<file path="src/design/rsc_pkg.sv">
`timescale 1ns / 1ps
// ----------------------------------------------------------------------------
// rsc_pkg
// Shared types and constants of the ray/sphere closest hit core.
// ----------------------------------------------------------------------------
package rsc_pkg;

   localparam int COORD_W     = 32;
   localparam int DL_W        = COORD_W + 1;
   localparam int DIR_W       = 32;
   localparam int DMAG_W      = 31;
   localparam int RAD_W       = 31;
   localparam int B_W         = 35;
   localparam int BMAG_W      = 34;
   localparam int ACC_W       = 72;
   localparam int OPA_W       = 35;
   localparam int OPB_W       = 36;
   localparam int HALF_W      = 18;
   localparam int PROD_W      = OPA_W + HALF_W;
   localparam int DISC_W      = 70;
   localparam int ROOT_W      = 35;
   localparam int REM_W       = 38;
   localparam int STEP_W      = 6;
   localparam int T_W         = 37;
   localparam int DIST_W      = 32;
   localparam int IN_TDATA_W  = 128;
   localparam int OUT_TDATA_W = 40;
   localparam int CSR_ADDR_W  = 3;

   localparam logic [STEP_W-1:0] DOT_LAST  = 6'd5;
   localparam logic [STEP_W-1:0] QUAD_LAST = 6'd9;
   localparam logic [STEP_W-1:0] SQRT_LAST = 6'd34;

   localparam logic signed [DIR_W-1:0] DIR_ONE     = 32'sh4000_0000;
   localparam logic signed [DIR_W-1:0] DIR_NEG_ONE = -32'sh4000_0000;
   localparam logic [DIST_W-1:0]       DIST_NONE   = '1;

   typedef enum logic [CSR_ADDR_W-1:0] {
      CSR_ORIGIN_X = 3'd0,
      CSR_ORIGIN_Y = 3'd1,
      CSR_ORIGIN_Z = 3'd2,
      CSR_DIR_X    = 3'd3,
      CSR_DIR_Y    = 3'd4,
      CSR_DIR_Z    = 3'd5
   } csr_index_type;

   typedef enum logic [2:0] {
      ST_IDLE,
      ST_DOT,
      ST_QUAD,
      ST_SQRT,
      ST_ROOT,
      ST_FIN
   } state_type;

   typedef struct packed {
      logic signed [DL_W-1:0] dl_x;
      logic signed [DL_W-1:0] dl_y;
      logic signed [DL_W-1:0] dl_z;
      logic [RAD_W-1:0]       radius;
      logic                   last;
   } sphere_type;

endpackage

</file>
<file path="src/design/rsc_front.sv">
`timescale 1ns / 1ps
// ----------------------------------------------------------------------------
// rsc_front
// Accepts sphere requests, forms origin minus center and queues the result.
// ----------------------------------------------------------------------------
module rsc_front (
   input  logic                                  clock,
   input  logic                                  reset,
   input  logic                                  req_tvalid,
   output logic                                  req_tready,
   input  logic [rsc_pkg::IN_TDATA_W-1:0]        req_tdata,  // center_x, center_y, center_z, radius
   input  logic                                  req_tlast,
   input  logic signed [rsc_pkg::COORD_W-1:0]    origin_x,
   input  logic signed [rsc_pkg::COORD_W-1:0]    origin_y,
   input  logic signed [rsc_pkg::COORD_W-1:0]    origin_z,
   output logic                                  q_valid,
   output rsc_pkg::sphere_type                   q_entry,
   input  logic                                  q_pop
);

   rsc_pkg::sphere_type entry_ff [2];
   rsc_pkg::sphere_type push_entry;
   logic       wr_ptr_ff, rd_ptr_ff;
   logic [1:0] count_ff;
   logic       push;
   logic       pop;

   logic signed [rsc_pkg::COORD_W-1:0] cx, cy, cz;

   assign cx = req_tdata[31:0];
   assign cy = req_tdata[63:32];
   assign cz = req_tdata[95:64];

   always_comb begin
      push_entry.dl_x   = {origin_x[31], origin_x} - {cx[31], cx};
      push_entry.dl_y   = {origin_y[31], origin_y} - {cy[31], cy};
      push_entry.dl_z   = {origin_z[31], origin_z} - {cz[31], cz};
      push_entry.radius = req_tdata[126:96];
      push_entry.last   = req_tlast;
   end

   assign req_tready = (count_ff != 2'd2);
   assign push       = req_tvalid && req_tready;
   assign q_valid    = (count_ff != 2'd0);
   assign pop        = q_pop && q_valid;
   assign q_entry    = entry_ff[rd_ptr_ff];

   always_ff @(posedge clock) begin
      if (push) begin
         entry_ff[wr_ptr_ff] <= push_entry;
      end
   end

   always_ff @(posedge clock) begin
      if (reset) begin
         wr_ptr_ff <= 1'b0;
         rd_ptr_ff <= 1'b0;
         count_ff  <= 2'd0;
      end else begin
         if (push) begin
            wr_ptr_ff <= ~wr_ptr_ff;
         end
         if (pop) begin
            rd_ptr_ff <= ~rd_ptr_ff;
         end
         if (push && !pop) begin
            count_ff <= count_ff + 2'd1;
         end else if (pop && !push) begin
            count_ff <= count_ff - 2'd1;
         end
      end
   end

endmodule

</file>
<file path="src/design/rsc_back.sv">
`timescale 1ns / 1ps
// ----------------------------------------------------------------------------
// rsc_back
// Sequencer: dot product and quadratic terms on one shared multiplier, bit
// serial square root, root selection and the result register.
// ----------------------------------------------------------------------------
module rsc_back (
   input  logic                                 clock,
   input  logic                                 reset,
   input  logic signed [rsc_pkg::DIR_W-1:0]     dir_x,
   input  logic signed [rsc_pkg::DIR_W-1:0]     dir_y,
   input  logic signed [rsc_pkg::DIR_W-1:0]     dir_z,
   input  logic                                 q_valid,
   input  rsc_pkg::sphere_type                  q_entry,
   output logic                                 q_pop,
   output logic                                 rsp_tvalid,
   input  logic                                 rsp_tready,
   output logic [rsc_pkg::OUT_TDATA_W-1:0]      rsp_tdata  // hit, closest_t
);

   rsc_pkg::state_type state_ff, state_in;
   logic [rsc_pkg::STEP_W-1:0]       step_ff, step_in;
   logic signed [rsc_pkg::ACC_W-1:0] acc_ff, acc_in;
   logic signed [rsc_pkg::B_W-1:0]   b_ff, b_in;
   logic [rsc_pkg::DISC_W-1:0]       rad_ff, rad_in;
   logic [rsc_pkg::REM_W-1:0]        rem_ff, rem_in;
   logic [rsc_pkg::ROOT_W-1:0]       root_ff, root_in;
   rsc_pkg::sphere_type              ent_ff, ent_in;
   logic                             found_ff, found_in;
   logic [rsc_pkg::DIST_W-1:0]       best_ff, best_in;
   logic                             rsp_valid_ff, rsp_valid_in;
   logic [rsc_pkg::OUT_TDATA_W-1:0]  rsp_data_ff, rsp_data_in;

   logic [rsc_pkg::DL_W-1:0]   mdl_x, mdl_y, mdl_z;
   logic [rsc_pkg::DMAG_W-1:0] md_x, md_y, md_z;
   logic [rsc_pkg::BMAG_W-1:0] b_mag;
   logic [rsc_pkg::OPA_W-1:0]  op_a;
   logic [rsc_pkg::OPB_W-1:0]  op_b;
   logic                       op_neg;
   logic [rsc_pkg::HALF_W-1:0] op_half;
   logic [rsc_pkg::PROD_W-1:0] prod;
   logic [rsc_pkg::ACC_W-1:0]  term;
   logic signed [rsc_pkg::ACC_W-1:0] acc_next;
   logic [rsc_pkg::REM_W-1:0]  rem_t, trial;
   logic signed [rsc_pkg::T_W-1:0] neg_b, t0, t1;
   logic                       pos0, pos1;
   logic [rsc_pkg::DIST_W-1:0] v0, v1, best_mid;
   logic                       found_mid;
   logic signed [rsc_pkg::B_W-1:0] b_next;

   always_comb begin
      mdl_x = ent_ff.dl_x[32] ? -ent_ff.dl_x : ent_ff.dl_x;
      mdl_y = ent_ff.dl_y[32] ? -ent_ff.dl_y : ent_ff.dl_y;
      mdl_z = ent_ff.dl_z[32] ? -ent_ff.dl_z : ent_ff.dl_z;
      md_x  = dir_x[31] ? rsc_pkg::DMAG_W'(-dir_x) : dir_x[30:0];
      md_y  = dir_y[31] ? rsc_pkg::DMAG_W'(-dir_y) : dir_y[30:0];
      md_z  = dir_z[31] ? rsc_pkg::DMAG_W'(-dir_z) : dir_z[30:0];
      b_mag = b_ff[34] ? rsc_pkg::BMAG_W'(-b_ff) : b_ff[33:0];
   end

   // operand selection for the shared multiplier
   always_comb begin
      op_a   = '0;
      op_b   = '0;
      op_neg = 1'b0;
      if (state_ff == rsc_pkg::ST_DOT) begin
         unique case (step_ff[3:1])
            3'd0: begin
               op_a   = {4'b0, md_x};
               op_b   = {3'b0, mdl_x};
               op_neg = dir_x[31] ^ ent_ff.dl_x[32];
            end
            3'd1: begin
               op_a   = {4'b0, md_y};
               op_b   = {3'b0, mdl_y};
               op_neg = dir_y[31] ^ ent_ff.dl_y[32];
            end
            3'd2: begin
               op_a   = {4'b0, md_z};
               op_b   = {3'b0, mdl_z};
               op_neg = dir_z[31] ^ ent_ff.dl_z[32];
            end
            default: begin
               op_a   = '0;
               op_b   = '0;
               op_neg = 1'b0;
            end
         endcase
      end else begin
         unique case (step_ff[3:1])
            3'd0: begin
               op_a = {1'b0, b_mag};
               op_b = {2'b0, b_mag};
            end
            3'd1: begin
               op_a = {4'b0, ent_ff.radius};
               op_b = {5'b0, ent_ff.radius};
            end
            3'd2: begin
               op_a   = {2'b0, mdl_x};
               op_b   = {3'b0, mdl_x};
               op_neg = 1'b1;
            end
            3'd3: begin
               op_a   = {2'b0, mdl_y};
               op_b   = {3'b0, mdl_y};
               op_neg = 1'b1;
            end
            3'd4: begin
               op_a   = {2'b0, mdl_z};
               op_b   = {3'b0, mdl_z};
               op_neg = 1'b1;
            end
            default: begin
               op_a   = '0;
               op_b   = '0;
               op_neg = 1'b0;
            end
         endcase
      end
      op_half  = step_ff[0] ? op_b[35:18] : op_b[17:0];
      prod     = op_a * op_half;
      term     = rsc_pkg::ACC_W'(prod) << (step_ff[0] ? rsc_pkg::HALF_W : 0);
      acc_next = op_neg ? acc_ff - $signed(term) : acc_ff + $signed(term);
      b_next   = acc_next[64:30];
   end

   // square root step and root candidates
   always_comb begin
      rem_t = {rem_ff[35:0], rad_ff[69:68]};
      trial = {1'b0, root_ff, 2'b01};
      neg_b = -{{2{b_ff[34]}}, b_ff};
      t0    = neg_b - $signed({2'b0, root_ff});
      t1    = neg_b + $signed({2'b0, root_ff});
      pos0  = !t0[36] && (t0 != '0);
      pos1  = !t1[36] && (t1 != '0);
      v0    = (t0[36:32] != '0) ? rsc_pkg::DIST_NONE : t0[31:0];
      v1    = (t1[36:32] != '0) ? rsc_pkg::DIST_NONE : t1[31:0];
      best_mid  = (pos0 && (!found_ff || v0 < best_ff)) ? v0 : best_ff;
      found_mid = found_ff || pos0;
   end

   always_comb begin
      state_in     = state_ff;
      step_in      = step_ff;
      acc_in       = acc_ff;
      b_in         = b_ff;
      rad_in       = rad_ff;
      rem_in       = rem_ff;
      root_in      = root_ff;
      ent_in       = ent_ff;
      found_in     = found_ff;
      best_in      = best_ff;
      rsp_valid_in = rsp_valid_ff && !rsp_tready;
      rsp_data_in  = rsp_data_ff;
      q_pop        = 1'b0;
      unique case (state_ff)
         rsc_pkg::ST_IDLE: begin
            if (q_valid) begin
               q_pop    = 1'b1;
               ent_in   = q_entry;
               acc_in   = '0;
               step_in  = '0;
               state_in = rsc_pkg::ST_DOT;
            end
         end
         rsc_pkg::ST_DOT: begin
            acc_in  = acc_next;
            step_in = step_ff + rsc_pkg::STEP_W'(1);
            if (step_ff == rsc_pkg::DOT_LAST) begin
               b_in     = b_next;
               acc_in   = '0;
               step_in  = '0;
               state_in = rsc_pkg::ST_QUAD;
            end
         end
         rsc_pkg::ST_QUAD: begin
            acc_in  = acc_next;
            step_in = step_ff + rsc_pkg::STEP_W'(1);
            if (step_ff == rsc_pkg::QUAD_LAST) begin
               rad_in  = acc_next[69:0];
               rem_in  = '0;
               root_in = '0;
               step_in = '0;
               state_in = acc_next[71] ? rsc_pkg::ST_FIN : rsc_pkg::ST_SQRT;
            end
         end
         rsc_pkg::ST_SQRT: begin
            rad_in  = rad_ff << 2;
            step_in = step_ff + rsc_pkg::STEP_W'(1);
            if (rem_t >= trial) begin
               rem_in  = rem_t - trial;
               root_in = {root_ff[33:0], 1'b1};
            end else begin
               rem_in  = rem_t;
               root_in = {root_ff[33:0], 1'b0};
            end
            if (step_ff == rsc_pkg::SQRT_LAST) begin
               state_in = rsc_pkg::ST_ROOT;
            end
         end
         rsc_pkg::ST_ROOT: begin
            best_in  = (pos1 && (!found_mid || v1 < best_mid)) ? v1 : best_mid;
            found_in = found_mid || pos1;
            state_in = rsc_pkg::ST_FIN;
         end
         rsc_pkg::ST_FIN: begin
            if (!ent_ff.last) begin
               state_in = rsc_pkg::ST_IDLE;
            end else if (!rsp_valid_ff || rsp_tready) begin
               rsp_valid_in = 1'b1;
               rsp_data_in  = {7'b0, (found_ff ? best_ff : rsc_pkg::DIST_NONE), found_ff};
               found_in     = 1'b0;
               best_in      = rsc_pkg::DIST_NONE;
               state_in     = rsc_pkg::ST_IDLE;
            end
         end
         default: begin
            state_in = rsc_pkg::ST_IDLE;
         end
      endcase
   end

   always_ff @(posedge clock) begin
      if (reset) begin
         state_ff     <= rsc_pkg::ST_IDLE;
         found_ff     <= 1'b0;
         best_ff      <= rsc_pkg::DIST_NONE;
         rsp_valid_ff <= 1'b0;
      end else begin
         state_ff     <= state_in;
         found_ff     <= found_in;
         best_ff      <= best_in;
         rsp_valid_ff <= rsp_valid_in;
      end
   end

   always_ff @(posedge clock) begin
      step_ff     <= step_in;
      acc_ff      <= acc_in;
      b_ff        <= b_in;
      rad_ff      <= rad_in;
      rem_ff      <= rem_in;
      root_ff     <= root_in;
      ent_ff      <= ent_in;
      rsp_data_ff <= rsp_data_in;
   end

   assign rsp_tvalid = rsp_valid_ff;
   assign rsp_tdata  = rsp_data_ff;

endmodule

</file>
<file path="src/design/ray_sphere_closest_hit_core.sv">
`timescale 1ns / 1ps
// ----------------------------------------------------------------------------
// ray_sphere_closest_hit_core
// Closest positive ray/sphere hit over a run of spheres, Q16.16 fixed point.
// ----------------------------------------------------------------------------
// Program the ray (origin Q16.16, unit direction Q1.30, clamped to +-1) while
// idle, then stream spheres; tlast closes a run and yields one response with
// the hit flag and closest distance (all ones on a miss). A two-entry queue
// decouples request intake from the solver. The solver handles one sphere at
// a time on a single shared 35x18 multiplier. Most of the time per sphere goes
// to the 35-step bit-serial square root, which is skipped when the
// discriminant is negative.
module ray_sphere_closest_hit_core (
   input  logic                                clock,
   input  logic                                reset,
   input  logic                                req_tvalid,
   output logic                                req_tready,
   input  logic [rsc_pkg::IN_TDATA_W-1:0]      req_tdata,  // center_x, center_y, center_z, radius
   input  logic                                req_tlast,
   output logic                                rsp_tvalid,
   input  logic                                rsp_tready,
   output logic [rsc_pkg::OUT_TDATA_W-1:0]     rsp_tdata,  // hit, closest_t
   input  logic                                csr_we,
   input  logic [rsc_pkg::CSR_ADDR_W-1:0]      csr_addr,
   input  logic [rsc_pkg::COORD_W-1:0]         csr_wdata
);

   logic signed [rsc_pkg::COORD_W-1:0] origin_x_ff, origin_y_ff, origin_z_ff;
   logic signed [rsc_pkg::DIR_W-1:0]   dir_x_ff, dir_y_ff, dir_z_ff;
   logic signed [rsc_pkg::DIR_W-1:0]   dir_in;
   logic                               q_valid;
   logic                               q_pop;
   rsc_pkg::sphere_type                q_entry;

   always_comb begin
      if ($signed(csr_wdata) > rsc_pkg::DIR_ONE) begin
         dir_in = rsc_pkg::DIR_ONE;
      end else if ($signed(csr_wdata) < rsc_pkg::DIR_NEG_ONE) begin
         dir_in = rsc_pkg::DIR_NEG_ONE;
      end else begin
         dir_in = csr_wdata;
      end
   end

   always_ff @(posedge clock) begin
      if (reset) begin
         origin_x_ff <= '0;
         origin_y_ff <= '0;
         origin_z_ff <= '0;
         dir_x_ff    <= rsc_pkg::DIR_ONE;
         dir_y_ff    <= '0;
         dir_z_ff    <= '0;
      end else if (csr_we) begin
         unique case (csr_addr)
            rsc_pkg::CSR_ORIGIN_X: origin_x_ff <= csr_wdata;
            rsc_pkg::CSR_ORIGIN_Y: origin_y_ff <= csr_wdata;
            rsc_pkg::CSR_ORIGIN_Z: origin_z_ff <= csr_wdata;
            rsc_pkg::CSR_DIR_X:    dir_x_ff    <= dir_in;
            rsc_pkg::CSR_DIR_Y:    dir_y_ff    <= dir_in;
            rsc_pkg::CSR_DIR_Z:    dir_z_ff    <= dir_in;
            default: begin
            end
         endcase
      end
   end

   rsc_front u_front (
      .clock      (clock),
      .reset      (reset),
      .req_tvalid (req_tvalid),
      .req_tready (req_tready),
      .req_tdata  (req_tdata),
      .req_tlast  (req_tlast),
      .origin_x   (origin_x_ff),
      .origin_y   (origin_y_ff),
      .origin_z   (origin_z_ff),
      .q_valid    (q_valid),
      .q_entry    (q_entry),
      .q_pop      (q_pop)
   );

   rsc_back u_back (
      .clock      (clock),
      .reset      (reset),
      .dir_x      (dir_x_ff),
      .dir_y      (dir_y_ff),
      .dir_z      (dir_z_ff),
      .q_valid    (q_valid),
      .q_entry    (q_entry),
      .q_pop      (q_pop),
      .rsp_tvalid (rsp_tvalid),
      .rsp_tready (rsp_tready),
      .rsp_tdata  (rsp_tdata)
   );

`ifndef SYNTHESIS
   a_miss_all_ones: assert property (@(posedge clock) disable iff (reset)
      rsp_tvalid && !rsp_tdata[0] |-> rsp_tdata[32:1] == rsc_pkg::DIST_NONE)
      else $error("miss response without all-ones distance");
   a_hit_nonzero: assert property (@(posedge clock) disable iff (reset)
      rsp_tvalid && rsp_tdata[0] |-> rsp_tdata[32:1] != '0)
      else $error("hit response with zero distance");
   a_pop_needs_entry: assert property (@(posedge clock) disable iff (reset)
      q_pop |-> q_valid)
      else $error("solver took an entry from an empty queue");
   a_reset_quiet: assert property (@(posedge clock)
      reset |=> !rsp_tvalid)
      else $error("response valid right after reset");
`endif

endmodule
</file>
<file path="config.mk">
export PLATFORM = sky130hd
export DESIGN_NAME = ray_sphere_closest_hit_core
export DESIGN_NICKNAME = d
export VERILOG_FILES = /design/src/design/rsc_pkg.sv /design/src/design/rsc_front.sv /design/src/design/rsc_back.sv /design/src/design/ray_sphere_closest_hit_core.sv
export SDC_FILE = /design/constraint.sdc
export NUM_CORES = 2
export LEC_CHECK = 0
export BUFFER_PORTS_ARGS = -buffer_cell sky130_fd_sc_hd__buf_2
export CAP_MARGIN = 30
export CORE_ASPECT_RATIO = 1.25
export CORE_MARGIN = 2
export CORE_UTILIZATION = 60
export CTS_BUF_LIST = sky130_fd_sc_hd__clkbuf_8
export DETAILED_ROUTE_END_ITERATION = 16
export PLACE_DENSITY = 0.79
export SYNTH_ARGS = -nofsm -noshare
export SYNTH_HDL_FRONTEND = slang
export SYNTH_SLANG_ARGS = --single-unit
</file>
<file path="constraint.sdc">
create_clock -name clock -period 19.2 [get_ports clock]
set_input_delay 0.96 -clock clock [delete_from_list [all_inputs] [get_ports clock]]
set_output_delay 0.96 -clock clock [all_outputs]
set_load 0.1 [all_outputs]
</file>
Word level (Yosys, flattened, before mapping)
Memories as Yosys holds them, arrays and structs flattened. A register that Yosys moved wholly into a read port is not among the register bits.
Cells that the tools add are included.
W data, S select, Z words.
{"block": "op_classes", "add_sub_neg": 19, "mul": 1, "magnitude_cmp": 5, "eq_ne": 25, "shift": 1, "mux": 63, "bitwise_logic": 5, "reduce_logical": 50}
{"cell": "$pmux W34 S5", "n": 2}
{"cell": "$mux W32", "n": 8}
{"cell": "$mux W72", "n": 3}
{"cell": "$pmux W72 S3", "n": 1}
{"cell": "$pmux W70 S2", "n": 1}
{"cell": "$mux W36", "n": 3}
{"cell": "$mux W33", "n": 3}
{"cell": "$neg A33 Y33", "n": 3}
{"cell": "$pmux W33 S3", "n": 1}
{"cell": "$sub A32 B32 Y33", "n": 3}
{"cell": "$mux W31", "n": 3}
{"cell": "$neg A31 Y31", "n": 3}
{"cell": "$pmux W31 S3", "n": 1}
{"cell": "$reduce_bool A37 Y1", "n": 2}
{"cell": "$add A72 B72 Y72", "n": 1}
{"cell": "$pmux W36 S2", "n": 1}
{"cell": "$shl A53 B32 Y72", "n": 1}
{"cell": "$sub A72 B72 Y72", "n": 1}
{"cell": "$mux W35", "n": 2}
{"cell": "$mux W70", "n": 1}
{"cell": "$pmux W35 S2", "n": 1}
{"cell": "$lt A32 B32 Y1", "n": 2}
{"cell": "$pmux W32 S2", "n": 1}
{"cell": "$mul A35 B18 Y53", "n": 1}
{"cell": "45 further kinds", "n": 120}
{"block": "totals", "regBits": 520, "ramBits": 262, "input_bits": 169, "wordCells": 191, "mem_count": 1}
{"name": "u_front.entry_ff", "depth": 2, "width": 131, "rd": 1, "rd_clocked_by_memory_dff": 1, "write_ports": 1, "line_no": "rsc_front.sv:21", "rtl": "rsc_pkg::sphere_type entry_ff [2];"}

Longest topological paths before layout
{"block": "logic_depth", "word_depth": 13, "ltp_mapped": 63}

Cells and area by module
From an unflattened synthesis, not the netlist that was laid out.
{"block": "hier_totals", "cells_unflattened": 8930, "area_unflattened_um2": 81299.2}
{"mod": "rsc_back", "instances": 1, "cells_per_inst": 6964, "area_per_inst_um2": 59418.2, "seq_area_each_um2": 13292.7}
{"mod": "rsc_front", "instances": 1, "cells_per_inst": 1301, "area_per_inst_um2": 15378.5, "seq_area_each_um2": 7967.6}
{"mod": "ray_sphere_closest_hit_core", "instances": 1, "cells_per_inst": 665, "area_per_inst_um2": 6502.5, "seq_area_each_um2": 3843.7}

Least setup slack after synthesis
OpenSTA, ideal clock, no wires.
{"block": "synth_timing", "path_type": "register -> register", "from": "reg u_back.b_ff[10] (netlist name)", "to": "reg u_back.rad_ff[64] (netlist name), data pin", "arrival_time_ps": 13351, "t_required_ps": 18940, "slack_ps": 5589, "stages_incl_launch_ff": 51, "path_buffers": 3, "path_cell_list": "edfxtp_1 > or4_4 > or4b_1 > buf_4 > or2_2 > or3_1 > or3_1 > nand2_1 > xor2_1 > o21ai_0 > a21oi_1 > nor2_1 > o31ai_1 > clkbuf_1 > nor2_1 > fa_1 > inv_1 > fa_1 > [15 not listed] > nor4_1 > and3_1 > clkbuf_1 > nor2b_1 > nor2_1 > xor2_1 > ha_1 > nand3_1 > nor2_1 > and3_1 > or3b_2 > o21ai_0 > o21ai_0 > a211oi_1 > a211oi_1 > o21ba_2 > xnor2_1 > mux2_2"}
{"block": "synth_via", "elab_chain_len": 11, "word_cells_on_any_way": 14}
{"item": "start: declaration", "line_no": "rsc_back.sv:24", "rtl": "logic signed [rsc_pkg::B_W-1:0] b_ff, b_in;"}
{"item": "start signal: assignment", "line_no": "rsc_back.sv:241", "rtl": "b_ff <= b_in;"}
{"item": "$neg A34 Y34", "line_no": "rsc_back.sv:58", "rtl": "b_mag = b_ff[34] ? rsc_pkg::BMAG_W'(-b_ff) : b_ff[33:0];"}
{"item": "$mux W34 *", "line_no": "rsc_back.sv:58"}
{"item": "$pmux W34 S5", "line_no": "rsc_back.sv:90", "rtl": "unique case (step_ff[3:1])"}
{"item": "$mux W36", "line_no": "rsc_back.sv:66", "rtl": "if (state_ff == rsc_pkg::ST_DOT) begin"}
{"item": "$mux W18", "line_no": "rsc_back.sv:121", "rtl": "op_half = step_ff[0] ? op_b[35:18] : op_b[17:0];"}
{"item": "$mul A35 B18 Y53 *", "line_no": "rsc_back.sv:122", "rtl": "prod = op_a * op_half;"}
{"item": "$shl A53 B32 Y72 *", "line_no": "rsc_back.sv:123", "rtl": "term = rsc_pkg::ACC_W'(prod) << (step_ff[0] ? rsc_pkg::HALF_W : 0);"}
{"item": "$add A72 B72 Y72 / $sub A72 B72 Y72 (equally long branches)", "line_no": "rsc_back.sv:124", "rtl": "acc_next = op_neg ? acc_ff - $signed(term) : acc_ff + $signed(term);"}
{"item": "$mux W72 *", "line_no": "rsc_back.sv:124"}
{"item": "via u_back.acc_next, one bit", "line_no": "rsc_back.sv:43", "rtl": "logic signed [rsc_pkg::ACC_W-1:0] acc_next;"}
{"item": "$mux W70 *", "line_no": "rsc_back.sv:180", "rtl": "if (step_ff == rsc_pkg::QUAD_LAST) begin"}
{"item": "$pmux W70 S2 *", "line_no": "rsc_back.sv:157", "rtl": "unique case (state_ff)"}
{"item": "via u_back.rad_in, one bit", "line_no": "rsc_back.sv:25", "rtl": "logic [rsc_pkg::DISC_W-1:0] rad_ff, rad_in;"}
{"item": "end signal: assignment", "line_no": "rsc_back.sv:242", "rtl": "rad_ff <= rad_in;"}
{"item": "end: declaration", "line_no": "rsc_back.sv:25"}
The timed path passes the listed nets; every way through them passes the cells marked *. The select of a mux whose other input is x is not followed.
A chain may end at the register's enable or synchronous reset.

Worst setup path in the final report
{"block": "layout_timing", "from": "reg u_back.b_ff[9] (netlist name)", "to": "reg u_back.state_ff[2]"}
{"block": "layout_via", "elab_chain_len": 12, "word_cells_on_any_way": 15}
{"item": "$neg A34 Y34", "line_no": "rsc_back.sv:58"}
{"item": "$mux W34 *", "line_no": "rsc_back.sv:58"}
{"item": "$pmux W34 S5", "line_no": "rsc_back.sv:90"}
{"item": "$mux W36", "line_no": "rsc_back.sv:66"}
{"item": "$mux W18", "line_no": "rsc_back.sv:121"}
{"item": "$mul A35 B18 Y53 *", "line_no": "rsc_back.sv:122"}
{"item": "$shl A53 B32 Y72 *", "line_no": "rsc_back.sv:123"}
{"item": "$add A72 B72 Y72 / $sub A72 B72 Y72 (equally long branches)", "line_no": "rsc_back.sv:124"}
{"item": "$mux W72 *", "line_no": "rsc_back.sv:124"}
{"item": "$mux W3 *", "line_no": "rsc_back.sv:185", "rtl": "state_in = acc_next[71] ? rsc_pkg::ST_FIN : rsc_pkg::ST_SQRT;"}
{"item": "$mux W3 *", "line_no": "rsc_back.sv:180"}
{"item": "$pmux W3 S6 *", "line_no": "rsc_back.sv:157"}
{"item": "end signal: assignment", "line_no": "rsc_back.sv:226", "rtl": "state_ff <= rsc_pkg::ST_IDLE;"}
{"item": "end signal: assignment", "line_no": "rsc_back.sv:231", "rtl": "state_ff <= state_in;"}
{"item": "end: declaration", "line_no": "rsc_back.sv:21", "rtl": "rsc_pkg::state_type state_ff, state_in;"}
Mark *: on every way between the ends. The rest lies on a longest branch, timed or not. The select of a mux whose other input is x is not followed.

==> reports/qor.csv <==
stage;metric;value;unit
run_status;outcome;finished clean;
global_routing;first_global_vias;66515;
clock_network;cts_tree;done;
cells_and_area;synthToLayoutAreaGrowth;7.39;%
sta;slew_viol_final;0;
cells_and_area;seqCellArea;25100;µm²
floorplanning;die-width;330;µm
sta;min_period;17.02;ns
floorplanning;placementRows;149;
synthesis;synthCells;8858;
cells_and_area;design.final.nets;10094;
global_routing;global_route_wire_length_before_repair;378;mm
clock_network;cts.repair.resized;0;
synthesis;synthArstFlopShare;0;
worst_hold_path;worst_hold_path_type;in2reg;
worst_hold_path;hold-path-endpoint;u_front.entry_ff[1][11]$_DFFE_PP_;
critical_path;critPathCaptureType;flop;
placement;dp_hpwl;190;mm
placement;number_of_buffer_cells_added_on_primary_ports;202;
floorplanning;starting_density;0.604;
sta;finalCritPeriodShare;0.886;
critical_path;crit_path_max_fanout;15;
route;vias;67086;
global_routing;globalRouteOverflowTotal;0;
route;viasPerCell;6.22;
sta;max_clock_freq;0.0588;GHz
route;detailedRoute.firstIterationViolations;6617;
floorplanning;fp.dieArea;136000;µm²
clock_network;h-tree-depth;4;
worst_hold_path;hold_path.startpoint;req_tdata[106];
clock_network;post-cts-setup-buffer-count;0;
cells_and_area;layout.cells.most_common;nand2_1;
synthesis;avg_synthesized_cell_area;8.98;µm²
critical_path;worst_r2r_path_depth;53;
clock_network;clock_tree_buffer_depth;3;
critical_path;timing.critical_path.from_type;flop;
placement;gp_routability_congestion;1.01;
route;detailedRoute.firstPassIterationCount;6;
critical_path;worst-endpoint-required;19.94;ns
sta;timing_worst_slew_pin_value;1.09;ns
job;maxCapViolations;0;
global_routing;antenna_found_initial;9;
clock_network;cts.reportedPaths.clkPinSlew;0.07;ns
route;wirelength;248;mm
critical_path;crit-reg2reg-launch;u_back.b_ff[9]$_DFFE_PP_;
clock_network;cts_hold_repair.buffers;0;
route;detail-route-antenna-nets;0;
cells_and_area;multi_input_area;49600;µm²
route;drc_errors;0;
sta;timing.slew.headroom;0.269;
synthesis;post_synth_instance_area;79600;µm²
sta;setup_violations;0;
cells_and_area;post_route_cells_drive_above_1_share;0.0904;
clock_network;clock_insertion_delay_worst_skew;0.94;ns
sta;unrepaired_setup_endpoints_after_global_routing;false;
global_routing;gr_usage_total;0.364;
critical_path;rr_endpoint;u_back.state_ff[2]$_SDFFE_PP0P_;
critical_path;worst-setup-path-type;reg2reg;
clock_network;clkSinkCount;913;
sta;final.setup.tns;0;ns
synthesis;ys_seq_area_frac;0.315;
synthesis;top_flip_flop_cell_by_instance_count_after_synthesis;edfxtp_1;
floorplanning;die_y;411;µm
clock_network;clockRootBuffer;clkbuf_8;
sta;timing.clock.skew;0.0642;ns
global_routing;largest_net_degree_at_the_start_of_global_routing;115;
synthesis;yosysWarnings;0;
global_routing;globalRoute.busiestLayer;met2;
critical_path;critPathSlowestCell;a31oi_2;
global_routing;grtUsageMet2;0.598;
floorplanning;placeableCoreArea;132000;µm²
synthesis;yosys_register_bits;913;
floorplanning;io_pins;211;
cells_and_area;filler_cell_count;10735;
sta;final-hold-violation-count;0;
critical_path;slack_of_the_worst_reg_to_reg_path;2.18;ns
route;wl_per_cell;23.0;µm
cells_and_area;layout.cells.most_common_list;1087 x nand2_1, 946 x inv_1, 724 x nor2_1, 680 x edfxtp_1, 630 x a21oi_1;
worst_hold_path;timing.hold.worst_path_depth;1;
clock_network;cts_made_buffers;151;
critical_path;worst_ep_arrival_time;17.76;ns
synthesis;synth_edf_count;680;
global_routing;grt_use_met3;0.0715;
critical_path;cpPeakStageDelay;0.86;ns
synthesis;synth.lib_cells_used.distinct;110;
global_routing;grtUsageMet1;0.445;
[cell families (layout without fill, tap and decap cells)]
family | after synthesis | after routing | share of synthesized area
AND/OR/NAND/NOR | 2948 | 2948 | 0.173
buffers and inverters | 1330 | 1511 | 0.0643
flip-flops | 913 | 913 | 0.315
other | 1 | 11 | 0.0000471
multiplexers | 204 | 204 | 0.0282
XOR/XNOR | 565 | 565 | 0.0622
AO/OA/AOI/OAI | 1895 | 1895 | 0.151
adder cells (fa/ha/maj) | 1002 | 1002 | 0.206
[worst max-delay path by stage]
stage                                            to  cells past startpoint                 startpoint  slack [ns]
floorplan               u_back.rad_ff[64]$_DFFE_PP_                     50  u_back.b_ff[10]$_DFFE_PP_        5.59
global placement    u_back.state_ff[2]$_SDFFE_PP0P_                     51   u_back.b_ff[9]$_DFFE_PP_        3.07
detailed placement  u_back.state_ff[2]$_SDFFE_PP0P_                     51  u_back.b_ff[10]$_DFFE_PP_        2.79
CTS                 u_back.state_ff[2]$_SDFFE_PP0P_                     51   u_back.b_ff[9]$_DFFE_PP_        2.75
global route            u_back.rad_ff[69]$_DFFE_PP_                     53   u_back.b_ff[9]$_DFFE_PP_        1.76
finish              u_back.state_ff[2]$_SDFFE_PP0P_                     53   u_back.b_ff[9]$_DFFE_PP_        2.18
[cell usage after synthesis (74+ instances only)]
master | n | area, µm²
nand2_1 | 1088 | 4080
inv_1 | 905 | 3400
nor2_1 | 734 | 2760
edfxtp_1 | 680 | 20400
a21oi_1 | 632 | 3160
fa_1 | 519 | 10400
ha_1 | 483 | 6040
o21ai_0 | 389 | 1950
clkbuf_1 | 354 | 1330
xnor2_1 | 288 | 2520
xor2_1 | 277 | 2430
dfxtp_1 | 233 | 4660
nand3_1 | 196 | 981
nand2b_1 | 151 | 945
nor2b_1 | 149 | 932
a21o_1 | 145 | 1090
mux2_2 | 143 | 1610
nor3_1 | 117 | 586
and2_1 | 101 | 632
o31ai_1 | 82 | 616
or3_1 | 74 | 463
[metrics by stage]
stage | util | hold slack, ns | area, µm² | instances | worst slack [ns]
CTS | 0.648 | 0.176 | 85400 | 10778 | 2.75
finish | 0.648 | 0.236 | 85500 | 10785 | 2.18
global placement | 0.623 | 0.442 | 82100 | 10487 | 3.07
detailed placement | 0.625 | 0.450 | 82400 | 10503 | 2.79
global route | 0.648 | 0.229 | 85500 | 10782 | 1.76
floorplan | - | 0.431 | 79600 | 8864 | 5.59
[final cells by class]
| cell class | count | area share |
|---|---|---|
| multi-input cells | 6621 | 0.581 |
| clock buffers | 161 | 0.0259 |
| flip-flops and latches | 913 | 0.294 |
| diodes | 4 | 0.000117 |
| repair buffers | 328 | 0.0253 |
| well taps | 1736 | 0.0254 |
| inverters | 908 | 0.0399 |
| clock inverters | 114 | 0.00903 |
[critical path, delay by kind of cell, from the launching register on]
kind,cells,cell delay [ns]
XOR/XNOR,4,1.29
AND/OR/NAND/NOR,16,4.65
flip-flops,1,0.48
adder cells (fa/ha/maj),8,4.00
buffers and inverters,7,0.91
AO/OA/AOI/OAI,18,5.49
[per-layer routing]
layer  up-vias  wire length (µm)
met5         -                46
met3       770             22200
met4         8             15800
met2      3264            117000
met1     32468             93400
li1      30576                 -
[flip-flops by register name, summed over array words and instances, names as in the netlist, 33 cells and up]
| signal | cells |
|---|---|
| u_back.acc_ff | 72 |
| u_back.b_ff | 35 |
| u_back.ent_ff | 131 |
| u_back.rad_ff | 70 |
| u_back.rem_ff | 36 |
| u_back.root_ff | 35 |
| u_back.rsp_tdata | 33 |
| u_front.entry_ff | 262 |
Power is not shown: default switching activity piles up to over one toggle a cycle in this logic, so the estimate is an artifact.
